===== src/design/bfha_pkg.sv =====
package bfha_pkg;

   localparam int MAX_SEGMENTS_DEF = 64;
   localparam int HEADER_BYTES_DEF = 32;

   // request opcodes
   localparam logic [1:0] OP_ALLOC  = 2'd0;
   localparam logic [1:0] OP_FREE   = 2'd1;
   localparam logic [1:0] OP_RESIZE = 2'd2;

   // response status codes
   localparam logic [2:0] ST_OK       = 3'd0;
   localparam logic [2:0] ST_NO_SPACE = 3'd1;
   localparam logic [2:0] ST_ZERO     = 3'd2;
   localparam logic [2:0] ST_BAD_ADDR = 3'd3;
   localparam logic [2:0] ST_FULL     = 3'd4;

   typedef struct packed {
      logic [1:0]  op;
      logic [15:0] payload_address;
      logic [15:0] request_size;
   } req_type;

   typedef struct packed {
      logic [15:0] result_address;
      logic [2:0]  status;
      logic [15:0] used_bytes;
   } rsp_type;

endpackage


===== src/design/bfha_free_pool.sv =====
module bfha_free_pool import bfha_pkg::*; #(
   parameter int DEPTH = MAX_SEGMENTS_DEF,
   localparam int AW = $clog2(DEPTH),
   localparam int IW = AW + 1
) (
   input  logic          clock,
   input  logic          reset,
   input  logic          pop,
   input  logic          push,
   input  logic [IW-1:0] push_idx,
   output logic          avail,
   output logic [IW-1:0] idx
);

   // released entries go on a stack, never-used entries come from a fill count
   logic [AW-1:0] stk [DEPTH];
   logic [IW-1:0] sp_ff, sp_in;
   logic [IW-1:0] fill_ff, fill_in;
   logic [AW-1:0] top_ff;
   logic [IW-1:0] sp_dec;

   assign avail = (sp_ff != '0) || (fill_ff != IW'(DEPTH));
   assign idx   = (sp_ff != '0) ? {1'b0, top_ff} : fill_ff;
   assign sp_dec = sp_in - IW'(1);

   always_comb begin
      sp_in   = sp_ff;
      fill_in = fill_ff;
      if (push) begin
         sp_in = sp_ff + IW'(1);
      end else if (pop) begin
         if (sp_ff != '0) begin
            sp_in = sp_ff - IW'(1);
         end else begin
            fill_in = fill_ff + IW'(1);
         end
      end
   end

   always_ff @(posedge clock) begin
      if (reset) begin
         sp_ff   <= '0;
         fill_ff <= '0;
      end else begin
         sp_ff   <= sp_in;
         fill_ff <= fill_in;
      end
   end

   always_ff @(posedge clock) begin
      if (push) begin
         stk[sp_ff[AW-1:0]] <= push_idx[AW-1:0];
      end
   end

   // top of stack, with the pushed index forwarded
   always_ff @(posedge clock) begin
      if (push) begin
         top_ff <= push_idx[AW-1:0];
      end else if (sp_in != '0) begin
         top_ff <= stk[sp_dec[AW-1:0]];
      end
   end

endmodule


===== config.mk =====
export PLATFORM = sky130hd
export DESIGN_NAME = bfha_free_pool
export DESIGN_NICKNAME = d
export VERILOG_FILES = /design/src/design/bfha_pkg.sv /design/src/design/bfha_free_pool.sv
export SDC_FILE = /design/constraint.sdc
export NUM_CORES = 1
export LEC_CHECK = 0
export ABC_AREA = 1
export BUFFER_PORTS_ARGS = -buffer_cell sky130_fd_sc_hd__buf_2
export CAP_MARGIN = 20
export CORE_UTILIZATION = 50
export DETAILED_ROUTE_END_ITERATION = 12
export PLACE_DENSITY = 0.65
export SETUP_SLACK_MARGIN = 0.2
export SLEW_MARGIN = 30
export SYNTH_ARGS = -nofsm -noshare
export SYNTH_HDL_FRONTEND = slang
export SYNTH_SLANG_ARGS = --single-unit

===== constraint.sdc =====
create_clock -name clock -period 4.8 [get_ports clock]
set_clock_uncertainty 0.05 [all_clocks]
set_input_delay 0.72 -clock clock [delete_from_list [all_inputs] [get_ports clock]]
set_output_delay 0.72 -clock clock [all_outputs]
set_load 0.01 [all_outputs]

# After elaboration in Yosys (flattened, before gate mapping)

Memories as Yosys holds them, arrays and structs flattened. A register that Yosys moved wholly into a read port is not among the register bits.
Index checks and enable logic that the tools add are counted.

Output and inout bits: 8
Input bits: 11
Flip-flop bits (word level): 14
RAM bits: 384
Memories: 1

Memories:

| memory | words | bits a word | rd ports | clocked after memory_dff | write ports | RTL line             | text |
|---|---|---|---|---|---|---|---|
| stk    | 64    | 6           | 1        | 1                        | 1           | bfha_free_pool.sv:16 | `logic [AW-1:0] stk [DEPTH];` |

Equal/unequal tests: 1
Add/subtract/negate cells: 4
Multiplexer cells: 6
Bitwise logic cells: 2
Reduce and logical (&&, ||, !) cells: 5

Operators by type and width:

| operator                                         | count |
|---|---|
| two-way mux 7 bit                                | 4 |
| adder 7 x 1 -> 7 bit, second input constant      | 2 |
| nonzero test 7 bit                               | 2 |
| != test 7 bit, second input constant             | 1 |
| subtractor 7 x 1 -> 7 bit, second input constant | 1 |
| subtractor 6 x 1 -> 6 bit, second input constant | 1 |
| AND reduction 3 bit                              | 1 |
| two-way mux 1 bit                                | 2 |
| NOT 1 bit                                        | 2 |
| nonzero test 2 bit                               | 1 |
| logical OR 1 bit                                 | 1 |

# Depth between registers and ports, before layout

Word-level depth: 6
Gate-level depth with buffers: 25

# Worst setup path before layout

OpenSTA, ideal clock, no wires.

Path kind: flip-flop to flip-flop
From: register sp_ff[0]
To: register top_ff[2], read port of stk (data pin)
Data arrival time: 3.301 ns
Setup slack: 1.196 ns
Cell stages (with the launch flop): 26
Setup time: 0.253 ns
Required time: 4.497 ns
Period minus slack after synthesis: 3.604 ns
Cell sequence: dfxtp_1 buf_2 inv_2 ha_1 inv_1 nor2_1 nand3_4 nand2_4 nand2_2 nand2_4 nand2_2 buf_6 buf_2 ha_1 clkbuf_1 clkinv_1 clkbuf_1 clkbuf_1 nand3_1 nand3_1 nand3_1 nand3_1 nand3_1 nand2_1 nand2_1 nand2_1

Word-level cells in the longest chain between the ends: 6
Elaborated cells on any way between the ends: 9

RTL lines:

| what                                                                   | RTL line                                   | text |
|---|---|---|
| from (decl)                                                            | bfha_free_pool.sv:17                       | `logic [IW-1:0] sp_ff, sp_in;` |
| from (signal assigned)                                                 | bfha_free_pool.sv:45                       | `sp_ff <= sp_in;` |
| subtractor 7 x 1 -> 7 bit / nonzero test 7 bit (equally long branches) | bfha_free_pool.sv:33, bfha_free_pool.sv:32 |  |
| two-way mux 7 bit                                                      | bfha_free_pool.sv:32                       | `if (sp_ff != '0) begin` |
| two-way mux 7 bit                                                      | bfha_free_pool.sv:31                       | `end else if (pop) begin` |
| two-way mux 7 bit (*)                                                  | bfha_free_pool.sv:29                       | `if (push) begin` |
| branches (longest 2 deep; another with subtractor 6 x 1 -> 6 bit)      | n/a                                        |  |
| to (decl)                                                              | bfha_free_pool.sv:19                       | `logic [AW-1:0] top_ff;` |

Mark *: on every way between the ends.
A chain may end at the register's enable or synchronous reset.

# Worst setup path after layout

From: register sp_ff[1]
To: register top_ff[0], read port of stk (data pin)

Same word-level chain as after synthesis.

==> impl_metrics.ini <==
[finish]
layoutNonFillerInstCount = 2245
post_route_cells_drive_above_1_share_pct = 7.60
net_count_of_the_finished_layout = 1760
num_antenna_cells = 0
final_cell_area_sq_um = 20300
layout.core_utilization_pct = 55.6
area_grow_syn2layout_pct = 9.60

[global_route]
maximum_number_of_pins_on_one_net_before_global_route_repair = 194
global_route_wire_length_before_repair_microns = 68500
grt_antenna_before_repair = 0
grt_pass1_vias = 11983
grt.total_usage_pct = 23.7
gr-total-overflow = 0

[yosys]
synthSimpleGateAreaFrac_pct = 26.3
synth_edf_count = 390
synth_top_area_share_pct = 63.2
muxShareOfSynthArea_pct = 0
ff_latch_count_synth = 404
synth_top_flop_cell = sky130_fd_sc_hd__edfxtp_1
synth_compound_gate_area_share_pct = 0.817
synth.top_cells.by_area = sky130_fd_sc_hd__edfxtp_1, sky130_fd_sc_hd__nand3_1, sky130_fd_sc_hd__nand2_1
synth.avg_cell_area_sq_um = 10.5
synth_top_area_cell = sky130_fd_sc_hd__edfxtp_1
synth.cell_area_sq_um = 18500
post_synth_xor_area_fraction_pct = 0.338
ys_types = 34
synth-warning-count = 0
largest_family_of_logic_cells_by_synthesized_area = simple AND/OR/NAND/NOR gates
synth_seq_area_share_pct = 64.7
synth-adder-area-share_pct = 0.338
mappedNetlistNets = 1784
postSynthCellCount = 1768
async_flop_share_pct = 0

[pwr]
power.clock.fraction_pct = 34.6
intPower_mw = 6.55
leakagePower_nw = 7.86
pwr-share-seq_pct = 41.9
swShare_pct = 31.0
power_density_nw_per_um2 = 467
pwr-share-comb_pct = 23.6
totalPowerFinal_mw = 9.49
p_switching_mw = 2.94
vdd_drop_max_mv = 0.263

[sta]
setup-violations-final = 0
rsz0062_at_grt = no
timing.max_slew.rel_slack_pct = 32.8
timing.setup.tns_ps = 0
worst_pin_slew_ps = 1010
min_period_ps = 3960
final-hold-violation-count = 0
max_clock_freq_ghz = 0.252
drv_slew = 0
fin_crit_sh_pct = 82.6

[floorplan]
start_util_pct = 50.7
die_width_microns = 195
floorplan.rows = 70
core-area_sq_um = 36500
die_area_sq_um = 37800
chipHeight_microns = 195
top_level_ports = 19

[setup_path]
worstPathBufferInverterCount = 4
timing.critical_path.mode_cell = sky130_fd_sc_hd__nand3_1
regToRegSetupSlack_ps = 840
timing.critical_path.slowest_stage_cell = sky130_fd_sc_hd__buf_4
timing.critical_path.max_delay_family = simple AND/OR/NAND/NOR gates
criticalPathCategory = reg2reg
critPathArrivalTime_ps = 4210
crit_path_cell_trace = inv_1 -> ha_1 -> inv_1 -> nor2_1 -> nand3_4 -> nand2_4 -> nand3_4 -> buf_4 -> buf_4 -> nand3_1 -> nand3_1 -> nand3_1 -> nand3_1 -> nand3_1 -> nand3_1 -> nand2_1 -> nand2_1 -> nand2_1
startpoint_type = register
critPathMaxFanout = 69
beginning_of_the_worst_register_to_register_path = sp_ff[1]
required_ps = 5050
cp-end-kind = register
crit-reg2reg-capture = top_ff[0]
slowest_delay_ps = 700
r2r.worst_path.cells = 18

[clocking]
numCtsBuffers = 42
post_cts_hold_buffer_count = 0
tritoncts = yes
clk_transition_reported_paths_ps = 60
post_cts.repair.setup_buffers = 0
cts_resized = 0
clock_path_buffers = 3
cts-root-buf = sky130_fd_sc_hd__clkbuf_16
clock_latency_ps = 540
cts-htree-levels = 2
clock-sinks = 404

[flow_run]
number_of_maximum_capacitance_violations = 0

[placed_design]
finalWeightedCongestion = 0.885
placed_cells_incl_taps = 2168
postPlaceCellArea_sq_um = 18900
dp_hpwl_microns = 24900
buffer_ports.inserted = 17

[hold_path]
timing.hold.worst.class = reg2reg
holdCritStartpoint = fill_ff[6]
min_to = fill_ff[6]
hold_path_depth = 1

[routing]
dr_total_vias = 12483
antenna_violating_nets_post_route = 0
drc = 0
drt_first_iter_violations = 1097
drt_first_pass_iters = 5
drt-vias-per-instance = 5.56
detail_route.wl_per_cell_microns = 19.7
wirelength_microns = 44300

[outcome]
outcome = complete, no violations
==> worst max path at each step <==
| stage | from | end | slack [ps] | cells after the start |
|---|---|---|---|---|
| 4_1_cts | sp_ff[0] | top_ff[3] | 860 | 21 |
| 5_1_grt | sp_ff[1] | top_ff[0] | 570 | 18 |
| 2_1_floorplan | sp_ff[0] | top_ff[2] | 1200 | 25 |
| 3_3_place_gp | sp_ff[0] | top_ff[2] | 940 | 21 |
| 3_5_place_dp | sp_ff[0] | top_ff[3] | 870 | 21 |
| 6_report | sp_ff[1] | top_ff[0] | 840 | 18 |
==> cell usage after synthesis, types with 4 or more instances <==
library cell,instances
sky130_fd_sc_hd__a21oi_1,10
sky130_fd_sc_hd__buf_1,8
sky130_fd_sc_hd__buf_2,51
sky130_fd_sc_hd__buf_4,9
sky130_fd_sc_hd__buf_6,5
sky130_fd_sc_hd__clkbuf_1,36
sky130_fd_sc_hd__dfxtp_1,14
sky130_fd_sc_hd__edfxtp_1,390
sky130_fd_sc_hd__ha_1,5
sky130_fd_sc_hd__inv_1,219
sky130_fd_sc_hd__inv_2,5
sky130_fd_sc_hd__nand2_1,320
sky130_fd_sc_hd__nand2_2,5
sky130_fd_sc_hd__nand3_1,425
sky130_fd_sc_hd__nand3b_1,124
sky130_fd_sc_hd__nand4_1,11
sky130_fd_sc_hd__nor2_1,88
sky130_fd_sc_hd__nor2_2,4
sky130_fd_sc_hd__nor3_1,4
sky130_fd_sc_hd__o21ai_0,12
sky130_fd_sc_hd__xor2_1,4
==> metal layers <==
metal | vias to the layer above | track usage [%] | share of wire [%]
met1 | 6004 | 33.0 | 44
li1 | 5994 | - | -
met5 | - | 0 | 0
met2 | 419 | 38.3 | 47
met3 | 66 | 3.96 | 6.8
met4 | 0 | 7.32 | 2.5
==> cells by family (layout without fill, tap and decap cells) <==
kind of cell,Yosys count,count (layout)
flip-flops,404,404
buffers and inverters,334,343
AO/OA/AOI/OAI,27,27
XOR/XNOR,5,5
AND/OR/NAND/NOR,993,993
adder cells (fa/ha/maj),5,5
==> registers in the layout (all words and copies together), names as in the netlist <==
name and flops:
top_ff 6, fill_ff 7, sp_ff 7, stk 384
==> metrics by stage <==
| step | setup slack, ps | hold slack (ps) |
|---|---|---|
| after floorplan | 1200 | 372 |
| after global placement | 944 | 388 |
| after detailed placement | 868 | 388 |
| after CTS | 856 | 396 |
| after global routing | 566 | 434 |
| final | 835 | 401 |
==> power by group through the flow <==
stage | Clock [mW] | Sequential (mW) | Combinational [mW]
floorplan | 0 | 4.03 | 1.53
global placement | 0 | 4.04 | 2.18
detailed placement | 0 | 4.05 | 2.21
CTS | 3.32 | 3.97 | 2.22
global route | 3.45 | 3.97 | 2.45
finish | 3.28 | 3.97 | 2.23
==> cell type report <==
type	count	area, sq um
Tap cell	468	586
Fill cell	3073	16200
Timing Repair Buffer	41	302
Inverter	225	845
Multi-Input combinational cell	1030	5190
Clock inverter	23	208
Clock buffer	54	1190
Sequential cell	404	12000
==> cells in the final DEF (no fill, tap or decap), drive strengths merged, types with 4 or more instances in the layout <==
master / n
o21ai: 13
ha: 5
clkinv: 18
dfxtp: 14
a21oi: 11
nand2: 327
bufinv: 4
inv: 225
buf: 41
nor3: 5
nand4: 11
nand3b: 124
nand3: 430
clkbuf: 54
nor2: 95
xor2: 4
edfxtp: 390
(Power assumes the default switching activity.)
