**src/design/bfha_pkg.sv**
```systemverilog
package bfha_pkg;

   localparam int MAX_SEGMENTS_DEF = 64;
   localparam int HEADER_BYTES_DEF = 32;

   // request opcodes
   localparam logic [1:0] OP_ALLOC  = 2'd0;
   localparam logic [1:0] OP_FREE   = 2'd1;
   localparam logic [1:0] OP_RESIZE = 2'd2;

   // response status codes
   localparam logic [2:0] ST_OK       = 3'd0;
   localparam logic [2:0] ST_NO_SPACE = 3'd1;
   localparam logic [2:0] ST_ZERO     = 3'd2;
   localparam logic [2:0] ST_BAD_ADDR = 3'd3;
   localparam logic [2:0] ST_FULL     = 3'd4;

   typedef struct packed {
      logic [1:0]  op;
      logic [15:0] payload_address;
      logic [15:0] request_size;
   } req_type;

   typedef struct packed {
      logic [15:0] result_address;
      logic [2:0]  status;
      logic [15:0] used_bytes;
   } rsp_type;

endpackage

```
**src/design/bfha_seg_mem.sv**
```systemverilog
module bfha_seg_mem import bfha_pkg::*; #(
   parameter int DEPTH = MAX_SEGMENTS_DEF,
   parameter int WIDTH = 8,
   localparam int AW = $clog2(DEPTH)
) (
   input  logic             clock,
   input  logic             we,
   input  logic [AW-1:0]    waddr,
   input  logic [WIDTH-1:0] wdata,
   input  logic             re,
   input  logic [AW-1:0]    raddr,
   output logic [WIDTH-1:0] rdata
);

   logic [WIDTH-1:0] mem [DEPTH];

   always_ff @(posedge clock) begin
      if (we) begin
         mem[waddr] <= wdata;
      end
   end

   always_ff @(posedge clock) begin
      if (re) begin
         rdata <= mem[raddr];
      end
   end

endmodule

```
**config.mk**
```make
export PLATFORM = sky130hd
export DESIGN_NAME = bfha_seg_mem
export DESIGN_NICKNAME = d
export VERILOG_FILES = /design/src/design/bfha_pkg.sv /design/src/design/bfha_seg_mem.sv
export SDC_FILE = /design/constraint.sdc
export NUM_CORES = 1
export LEC_CHECK = 0
export ABC_CLOCK_PERIOD_IN_PS = 2720
export BUFFER_PORTS_ARGS = -buffer_cell sky130_fd_sc_hd__buf_2
export CELL_PAD_IN_SITES_DETAIL_PLACEMENT = 0
export CELL_PAD_IN_SITES_GLOBAL_PLACEMENT = 1
export CORE_MARGIN = 3
export CORE_UTILIZATION = 56
export DETAILED_ROUTE_END_ITERATION = 8
export PLACE_DENSITY_LB_ADDON = 0.3
export SYNTH_ARGS = -nofsm -noshare
export SYNTH_HDL_FRONTEND = slang
export SYNTH_SLANG_ARGS = --single-unit
export TNS_END_PERCENT = 1
```
**constraint.sdc**
```tcl
create_clock -name clock -period 2.72 [get_ports clock]
set_clock_uncertainty 0.15 [all_clocks]
set_input_delay 0.272 -clock clock [delete_from_list [all_inputs] [get_ports clock]]
set_output_delay 0.272 -clock clock [all_outputs]
set_load 0.05 [all_outputs]
```
# Word level (Yosys, flattened, before mapping)
# Memories as Yosys holds them, arrays and structs flattened. A register that Yosys moved wholly into a read port is not among the register bits.
# Cells that the tools add are included.
# word_totals
reg_bits	0
latchBits	0
ramBits	512
mem_bits_ro	0
output_inout_bits	8
word_cells	3
n_memories	1
# memory_table
name	words	word_bits	rd	rd_ports_with_merged_regs	wr	line	text
mem	64	8	1	1	1	bfha_seg_mem.sv:15	logic [WIDTH-1:0] mem [DEPTH];
# op_classes
n_addsub	0
mul	0
n_div	0
order_cmp	0
n_eq_ne	0
shifts	0
n_mux	2
n_bitwise	0
n_reduce_logical	0
# op_table
operator	count
$mux 1	2

# Longest topological paths before layout
# Gate-level depths: netlist of run 1.
# logic_depth
depth_word	2
mapped_depth	9
mapped_depth_nobuf	5

# Worst setup path before layout of run 1
# No wires, ideal clock.
# synth_path
path_kind	input-to-reg
from	input raddr[1]
to	register rdata[3], read port of mem (data pin)
setup_ns	0.266
arrival_ns	1.812
required_ns	2.304
path_slack_ns	0.492
stages	7
n_path_buf	3
path_cell_list	buf_4 > buf_2 > buf_2 > mux4_2 > mux4_2 > o21ai_1 > o41ai_1
# synth_lines
element	line	text
start: declaration	bfha_seg_mem.sv:11	input logic [AW-1:0] raddr,
end: declaration	bfha_seg_mem.sv:12	output logic [WIDTH-1:0] rdata

==> flow_summary.yaml, run 1 <==
power_and_ir_drop:
  irDropWorstVdd_v: 0.0005098
  p_per_area_mw_per_mm2: 730.9
  p_leak_nw: 7.610
timing:
  setup_viol: 0
  tightest_slew_ps: 884.9
  finalCritPeriodShare_pct: 81.94
  rsz0062_at_grt: "no"
  hold_ws_ps: 56.82
  slew_headroom_pct: 41.01
  hold_viol_final: 0
  setup_tns_ps: 0
  fin_crit_ps: 2229
  slew_violations: 0
  max_freq_mhz: 448.7
logic_synthesis:
  ys_warn_count: 0
  synthDominantCellAreaShare_pct: 77.12
  synth_cell_types: 39
  synth.most_common_cell: "edfxtp_1"
  yosys.area.top_type: "edfxtp_1"
  ys_ff_latch: 520
  synthCells: 940
  netlist_area_mm2: 0.02025
  ys.flop_type: "edfxtp_1"
  syn-num-nets: 963
  async_reset_ff_share_pct: 0
  syn_avg_cell_area_um2: 21.54
  ys_seq_area_share_pct: 77.12
  synthTopCellsByArea: "edfxtp_1 77%, mux4_2 14%, nor2_1 1.5%"
  synth_common_cells: "520 x edfxtp_1, 126 x mux4_2, 83 x nor2_1"
  synth-edff-count: 520
routing:
  remaining_drc_errors: 0
  ant_nets: 0
  dr_total_vias: 10020
  drtIter0Drc: 1053
  viasPerCell: 6.261
  detail_route.wl_per_cell_um: 27.78
  wl_um: 44470
  dr.pass1.iters: 5
worst_setup_path:
  setup.worst_path.class: "flip-flop to flip-flop"
  cp_max_fo: 1
  regToRegEndpoint: "rdata[0]"
  cp-start-kind: "flip-flop"
  cp-startpoint: "mem[14][0]"
  critPathRequiredTime_ps: 2910
  path_cells: "mux4_2 > mux4_2 > nor2_1 > nor3_1 > o2bb2ai_1"
  r2r_start: "mem[14][0]"
  arrival_ps: 2420
  crit_buf_inv: 0
  cp_slowest_stage_delay_ps: 520
  rrSetupSlack_ps: 490
  cp-end-kind: "flip-flop"
  critical_path.top_delay_family: "multiplexers"
  r2r_cells: 5
  cpMostUsedCell: "mux4_2"
  crit_slowest_cell: "mux4_2"
  cp.depth: 5
global_route:
  overflow: 0
  grt_pass1_vias: 10340
  antenna_found_initial: 0
  grt_pass1_wl_um: 67630
  grt_max_degree: 65
  grtUsageTotal_pct: 24.03
clock_tree:
  cts_htree_levels: 2
  numCtsBuffers: 52
  cts-root-buf: "clkbuf_16"
  cts_tree: "built"
  clkTransAtPathRegs_ps: 60
  clk_latency_ps: 580
  cts.path.max_buffers: 3
  clkSinkCount: 520
final_layout:
  nets: 1119
  area_growth_pct: 15.84
  antenna_cells: 0
  fin_cells: 1601
  num-fill-cells: 2333
  final_core_util_pct: 65.94
  layout-drive-gt1-share_pct: 32.54
hold_path:
  worstHoldEndpoint: "mem[56][4]"
  hold_start: "wdata[4]"
  whs_path_depth: 2
  hold_path_class: "primary input to flip-flop"
floorplanning:
  num_rows: 69
  die_w_um: 196.1
  dieArea_mm2: 0.03847
  initial_core_util_pct: 56.92
  ioPinCount: 31
  core_mm2: 0.03557
  die_h_um: 196.1
place:
  place_congestion: 0.8377
  port_buffers: 30
  hpwl_um: 28290
  dp_cells: 1501
flow_run:
  cap_violations: 0
outcome:
  status: "complete, no violations"
## metal layers
metal / up-vias / GRT usage [%] / part of all wire, % / wire, um
met2: 420 / 38.33 / 49 / 21690
met4: 0 / 6.470 / 2.3 / 1016
met3: 68 / 3.967 / 7.2 / 3205
met1: 5282 / 35.46 / 42 / 18560
met5: - / 0 / 0 / 0
li1: 4254 / - / - / -
## worst max path at each step
stage,slack (ps),end
after floorplan,490,rdata[3]
after global placement,4,rdata[4]
after detailed placement,-4,rdata[4]
after CTS,460,rdata[4]
after global routing,440,rdata[0]
final,490,rdata[0]
## cell type report
type                    count  area [um^2]  share of cell area [%]
clock inverters            36        407.9                   1.739
well taps                 461        576.8                   2.459
multi-input cells         369         4315                   18.40
clock buffers              62         1360                   5.799
flip-flops and latches    520        15620                   66.57
repair buffers            153         1180                   5.030
## repair_timing
item	CTS	global route
resized for setup	0	0
hold buffers	2	0
hold endpoints to repair	28	0
buffers inserted	0	0
## cell families after synthesis
group	Yosys count	share of synthesized area, %
simple gates	153	3.374
compound gates	54	2.064
mux	162	15.88
buf+inv	51	1.563
flops	520	77.12
## worst register-to-register path: stages, from the launching register on
cell,delay (ps)
edfxtp_1,390
mux4_2,520
mux4_2,500
nor2_1,230
nor3_1,80
o2bb2ai_1,130
## where the power goes
group | switching (W) | internal (W)
registers | 0.0000237 | 0.00889
logic | 0.000539 | 0.000352
clock network | 0.00292 | 0.00442
total | 0.00348 | 0.0137
## state kept, by name, summed over array words and instances, names as in the netlist
signal / flops
rdata: 8
mem: 512
## per-stage QoR
stage / worst slack, ps / total power (W) / area (um^2)
2_1_floorplan: 491.7 / 0.009581 / 20250
6_report: 491.3 / 0.01714 / 23460
5_1_grt: 439.8 / 0.01766 / 23460
3_5_place_dp: -3.743 / 0.009972 / 21670
3_3_place_gp: 4.190 / 0.009955 / 21670
4_1_cts: 465.0 / 0.01727 / 23460
## cell usage in the layout (no fill, tap or decap), types with 3 or more instances in the layout
cell,instances
clkinv_1,10
buf_2,27
clkinvlp_4,3
mux2_2,13
a22oi_1,3
o22ai_1,8
o2bb2ai_1,3
a21oi_1,3
clkbuf_1,9
clkinv_2,12
buf_4,116
nor3_1,7
nand3_1,13
nand2b_1,7
buf_12,7
mux2i_1,23
nor2b_1,14
clkbuf_16,53
nor2_1,83
nand3b_1,3
o221ai_1,8
o2111ai_1,3
a221oi_1,6
mux4_2,126
bufinv_16,9
nand2_1,19
a211oi_1,4
edfxtp_1,520
Note: power is estimated with default switching activity, not from simulation.
==> inputs of run 2 (changes only) <==
--- a/config.mk
+++ b/config.mk
@@ -5,12 +5,13 @@
 export SDC_FILE = /design/constraint.sdc
 export NUM_CORES = 1
 export LEC_CHECK = 0
-export ABC_CLOCK_PERIOD_IN_PS = 2720
+export ABC_AREA = 1
+export ABC_CLOCK_PERIOD_IN_PS = 2000
 export BUFFER_PORTS_ARGS = -buffer_cell sky130_fd_sc_hd__buf_2
 export CELL_PAD_IN_SITES_DETAIL_PLACEMENT = 0
 export CELL_PAD_IN_SITES_GLOBAL_PLACEMENT = 1
 export CORE_MARGIN = 3
-export CORE_UTILIZATION = 56
+export CORE_UTILIZATION = 46
 export DETAILED_ROUTE_END_ITERATION = 8
 export PLACE_DENSITY_LB_ADDON = 0.3
 export SYNTH_ARGS = -nofsm -noshare
==> constraint.sdc (replaced) <==
create_clock -name clock -period 2 [get_ports clock]
set_clock_uncertainty 0.15 [all_clocks]
set_input_delay 0.2 -clock clock [delete_from_list [all_inputs] [get_ports clock]]
set_output_delay 0.2 -clock clock [all_outputs]
set_load 0.05 [all_outputs]
==> run 2 against run 1 <==
  * Synthesized area increased by 5.8%
  * Register-to-register slack got worse by 170 ps
  * Worst setup slack got worse by 210 ps
  * Critical path depth decreased by 4
==> flow_summary.yaml, run 2 <==
worst_setup_path:
  cp-end-kind: "primary output"
  cp-start-kind: "flip-flop"
  rrSetupSlack_ps: 320
  crit_slowest_cell: "edfxtp_1"
  cp.depth: 1
  path_cells: "buf_2"
  cp_slowest_stage_delay_ps: 460
  crit_buf_inv: 1
  critical_path.top_delay_family: "flip-flops"
  setup.worst_path.class: "flip-flop to primary output"
  r2r_cells: 8
  arrival_ps: 1370
  critPathRequiredTime_ps: 1650
  cp_max_fo: 1
floorplanning:
  ioPinCount: 31
  die_w_um: 221.8
  num_rows: 78
  die_h_um: 221.8
  dieArea_mm2: 0.04919
  initial_core_util_pct: 46.90
  core_mm2: 0.04567
final_layout:
  reg_top3: "mem (512), rdata (8)"
  nets: 1941
  antenna_cells: 0
  area_growth_pct: 14.97
  final_cell_mix: "648 x nand2_1, 520 x edfxtp_1, 439 x nand3_1"
  regMostFlops: "mem"
  layout-drive-gt1-share_pct: 12.40
  final_core_util_pct: 53.91
  final_common_cell: "nand2_1"
  largest_reg_flops: 512
place:
  hpwl_um: 33770
  place_congestion: 0.8520
  detailedPlace.worstSlack_ps: -132.6
  port_buffers: 30
global_route:
  antenna_found_initial: 1
  grt_pass1_vias: 13690
  grtUsageTotal_pct: 22.92
  overflow: 0
  grt_pass1_wl_um: 85460
  grt_max_degree: 95
logic_synthesis:
  yosys.area.top_type: "edfxtp_1"
  syn_avg_cell_area_um2: 11.87
  synthTopCellsByArea: "edfxtp_1 73%, nand2_1 11%, nand3_1 10%"
  synthDominantCellAreaShare_pct: 72.90
  synth_common_cells: "648 x nand2_1, 520 x edfxtp_1, 439 x nand3_1"
  netlist_area_mm2: 0.02142
  synth.most_common_cell: "nand2_1"
  ys_warn_count: 0
  synth_cell_types: 15
  async_reset_ff_share_pct: 0
  synthCells: 1805
  syn-num-nets: 1828
  ys_ff_latch: 520
  ys.flop_type: "edfxtp_1"
  ys_seq_area_share_pct: 72.90
  synth-edff-count: 520
timing:
  tightest_slew_ps: 733.1
  hold_ws_ps: 63.55
  rsz0062_at_grt: "no"
  max_freq_mhz: 582.1
  setup_viol: 0
  slew_headroom_pct: 51.13
  finalCritPeriodShare_pct: 85.90
  setup_ws_ps: 282.0
  hold_viol_final: 0
  fin_crit_ps: 1718
  slew_violations: 0
routing:
  viasPerCell: 5.462
  dr.pass1.iters: 5
  remaining_drc_errors: 0
  dr_total_vias: 13980
  ant_nets: 0
  detail_route.wl_per_cell_um: 22.18
  wl_um: 56770
  drtIter0Drc: 1319
flow_run:
  cap_violations: 0
hold_path:
  whs_path_depth: 3
  hold_path_class: "primary input to flip-flop"
clock_tree:
  cts_htree_levels: 2
  cts-root-buf: "clkbuf_16"
  clk_latency_ps: 600
  cts_tree: "built"
  clkSinkCount: 520
  cts.path.max_buffers: 3
  clkTransAtPathRegs_ps: 60
  numCtsBuffers: 53
power_and_ir_drop:
  p_per_area_mw_per_mm2: 940.6
  irDropWorstVdd_v: 0.0007809
  power_w: 0.02316
  p_leak_nw: 9.041
outcome:
  status: "complete, no violations"
-- run 2: logic make-up after synthesis --
group | after synthesis | synth area share [%]
flops | 520 | 72.90
buf+inv | 125 | 4.007
simple gates | 1160 | 23.09
-- run 2: where the power goes --
group / internal, W / switching [W] / leakage, nW
clock network: 0.00538 / 0.00406 / 0.813
registers: 0.0121 / 0.0000324 / 4.69
logic: 0.000462 / 0.00114 / 3.54
total: 0.0179 / 0.00524 / 9.04
-- run 2: area by class of cell --
type | instances | area (um^2)
Clock buffer | 63 | 1406
Timing Repair Buffer | 171 | 1615
Multi-Input combinational cell | 1160 | 4946
Tap cell | 600 | 750.7
Inverter | 12 | 52.55
Sequential cell | 520 | 15620
Fill cell | 3895 | 21050
Clock inverter | 33 | 239.0
-- run 2: worst reg2reg max path: stages (launching register included) --
cell and delay, ps:
edfxtp_1 370, nand2_1 80, nand3_1 100, nand3_1 160, nand2_1 100, nand2_1 90
nand3_1 130, nand3_1 190, nand2_1 70
-- run 2: per-stage QoR --
step | cell area, um^2 | std cells | setup TNS [ps]
finish | 24620 | 2559 | 0
global route | 24620 | 2559 | 0
CTS | 24620 | 2559 | 0
detailed placement | 22890 | 2454 | -684.6
global placement | 22890 | 2454 | -579.3
floorplan | 21420 | 1805 | -7431
-- run 2: repair_timing --
item                      4_1_cts  5_1_grt
buffers inserted                0        0
hold endpoints to repair      376        0
hold buffers                    9        0
resized for setup               0        0
-- run 2: final timing paths --
kind | from | to
setup reg to reg | mem[63][7] | rdata[7]
hold reg to reg | mem[52][2] | rdata[2]
setup / recovery | rdata[0] | rdata[0]
hold / removal | waddr[0] | mem[50][3]
-- run 2: routing by layer --
layer  wire length, um  up-vias  global-route usage [%]  part of all wire (%)
li1                  -     6576                       -                     -
met1             24870     6853                   32.57                    44
met2             27000      450                   37.00                    48
met3              3494       95                   3.826                   6.2
met4              1389        2                   6.213                   2.4
met5                13        -                       0                 0.023
==> inputs of run 3 (changes only) <==
--- a/config.mk
+++ b/config.mk
@@ -14,6 +14,8 @@
 export CORE_UTILIZATION = 46
 export DETAILED_ROUTE_END_ITERATION = 8
 export PLACE_DENSITY_LB_ADDON = 0.3
+export REMOVE_ABC_BUFFERS = 1
+export SETUP_SLACK_MARGIN = 0.4
 export SYNTH_ARGS = -nofsm -noshare
 export SYNTH_HDL_FRONTEND = slang
 export SYNTH_SLANG_ARGS = --single-unit
==> run 3 against run 2 <==
  * First-iteration DRC count down 11%
  * Via count grew 0.74%
  * Sequential cell count unchanged
  * Sequential share of layout area is 0.25 points lower
  * Largest power group unchanged
  * Utilization is 0.21 points higher
  * Worst setup slack better by 29 ps
  * Clock power grew 2.3%
  * Largest cell class unchanged
  * Wire length fell by 1.8%
  * Global-route usage decreased by 0.41 points
  * Cell count is 0.12% lower
  * Critical path depth unchanged
==> flow_summary.yaml, run 3 (synthesized netlist as in run 2, its figures left out) <==
outcome:
  status: "complete, no violations"
power_and_ir_drop:
  p_int_w: 0.01827
  p_switching_w: 0.005145
  sw_frac_of_total_pct: 21.98
  combPwrFrac_pct: 6.9
  p_leak_nw: 9.073
  irDropWorstVdd_v: 0.001059
  p_clk_share_pct: 41.2
  p_seq_share_pct: 51.8
  p_per_area_mw_per_mm2: 947.0
flow_run:
  cap_violations: 0
worst_setup_path:
  cp-startpoint: "rdata[4]"
  cp-end-kind: "primary output"
  cp_max_fo: 1
  critical_path.top_delay_family: "flip-flops"
  arrival_ps: 1340
  crit_buf_inv: 1
  setup.worst_path.class: "flip-flop to primary output"
  critPathRequiredTime_ps: 1650
  cp-start-kind: "flip-flop"
  r2r_start: "mem[23][6]"
  crit_slowest_cell: "edfxtp_1"
  path_cells: "buf_6"
  cp_slowest_stage_delay_ps: 530
clock_tree:
  cts_htree_levels: 2
  cts.path.max_buffers: 3
  clkTransAtPathRegs_ps: 60
  numCtsBuffers: 52
  cts_setup_buffers: 0
  cts_tree: "built"
  clk_latency_ps: 600
  cts-root-buf: "clkbuf_16"
  clkSinkCount: 520
floorplanning:
  die_h_um: 221.8
  ioPinCount: 31
  num_rows: 78
  core_mm2: 0.04567
  dieArea_mm2: 0.04919
  die_w_um: 221.8
  initial_core_util_pct: 46.90
routing:
  drtIter0Drc: 1173
  remaining_drc_errors: 0
  detail_route.wl_per_cell_um: 21.82
  dr.pass1.iters: 7
  ant_nets: 0
  wl_um: 55770
  dr_total_vias: 14080
  viasPerCell: 5.508
place:
  port_buffers: 30
  detailedPlace.worstSlack_ps: -64.82
  dp_cells: 2456
  hpwl_um: 33510
  place_congestion: 0.8475
  placed_area_mm2: 0.02291
hold_path:
  hold_path_class: "primary input to flip-flop"
  hold_start: "wdata[2]"
timing:
  setup_ws_ps: 310.6
  tightest_slew_ps: 624.2
  finalCritPeriodShare_pct: 84.47
  setup_tns_ps: 0
  setup_viol: 0
  fin_crit_ps: 1689
  hold_viol_final: 0
  rsz0062_at_grt: "yes"
  slew_violations: 0
  max_freq_mhz: 591.9
  slew_headroom_pct: 58.39
global_route:
  grt_max_degree: 65
  overflow: 0
  grt_pass1_wl_um: 83950
  grt_pass1_vias: 13540
  antenna_found_initial: 2
  grtUsageTotal_pct: 22.51
final_layout:
  fin_area_mm2: 0.02472
  reg_top3: "mem (512), rdata (8)"
  fin_cells: 2556
  regMostFlops: "mem"
  num-fill-cells: 3878
  largest_reg_flops: 512
  final_common_cell: "nand2_1"
  nets: 1942
  area_growth_pct: 15.42
  final_core_util_pct: 54.13
  layout-drive-gt1-share_pct: 12.22
  final_cell_mix: "648 x nand2_1, 520 x edfxtp_1, 437 x nand3_1"
  antenna_cells: 0
-- run 3: area by class of cell --
cell class | count | area [um^2] | share of cell area [%]
inverters | 12 | 52.55 | 0.2126
repair buffers | 173 | 1670 | 6.756
well taps | 600 | 750.7 | 3.037
flip-flops and latches | 520 | 15620 | 63.16
clock inverters | 32 | 329.1 | 1.331
clock buffers | 59 | 1349 | 5.456
multi-input cells | 1160 | 4956 | 20.05
-- run 3: what timing repair did --
item / in CTS / in global routing
endpoints found under the setup margin: 10 / 16
hold buffers: 9 / 0
resized for setup: 12 / 2
hold endpoints to repair: 320 / 0
-- run 3: metrics by stage --
step / total power, W / hold slack (ps)
after detailed placement: 0.01395 / 455.0
after floorplan: 0.01300 / 148.9
after CTS: 0.02358 / 20.92
after global placement: 0.01394 / 447.3
final: 0.02341 / 28.25
after global routing: 0.02419 / 50.63
-- run 3: power by group through the flow --
| stage | Sequential (W) | Clock, W | Combinational (W) |
|---|---|---|---|
| after floorplan | 0.0124 | 0 | 0.000609 |
| after global placement | 0.0124 | 0 | 0.00158 |
| after detailed placement | 0.0124 | 0 | 0.00160 |
| after CTS | 0.0121 | 0.00983 | 0.00163 |
| after global routing | 0.0121 | 0.0103 | 0.00177 |
| final | 0.0121 | 0.00966 | 0.00163 |
-- run 3: metal layers --
| layer | global-route usage (%) | routed length [um] |
|---|---|---|
| met5 | 0 | 22 |
| met4 | 6.502 | 1321 |
| met3 | 3.826 | 4184 |
| met2 | 35.65 | 25920 |
| met1 | 32.39 | 24310 |
-- run 3: worst paths after layout --
| path | end | slack (ps) | depth (start not counted) |
|---|---|---|---|
| max reg2reg | rdata[6] | 410 | 8 |
| max | rdata[4] | 310 | 1 |
| min reg2reg | rdata[7] | 750 | 8 |
| min | mem[53][2] | 30 | 1 |
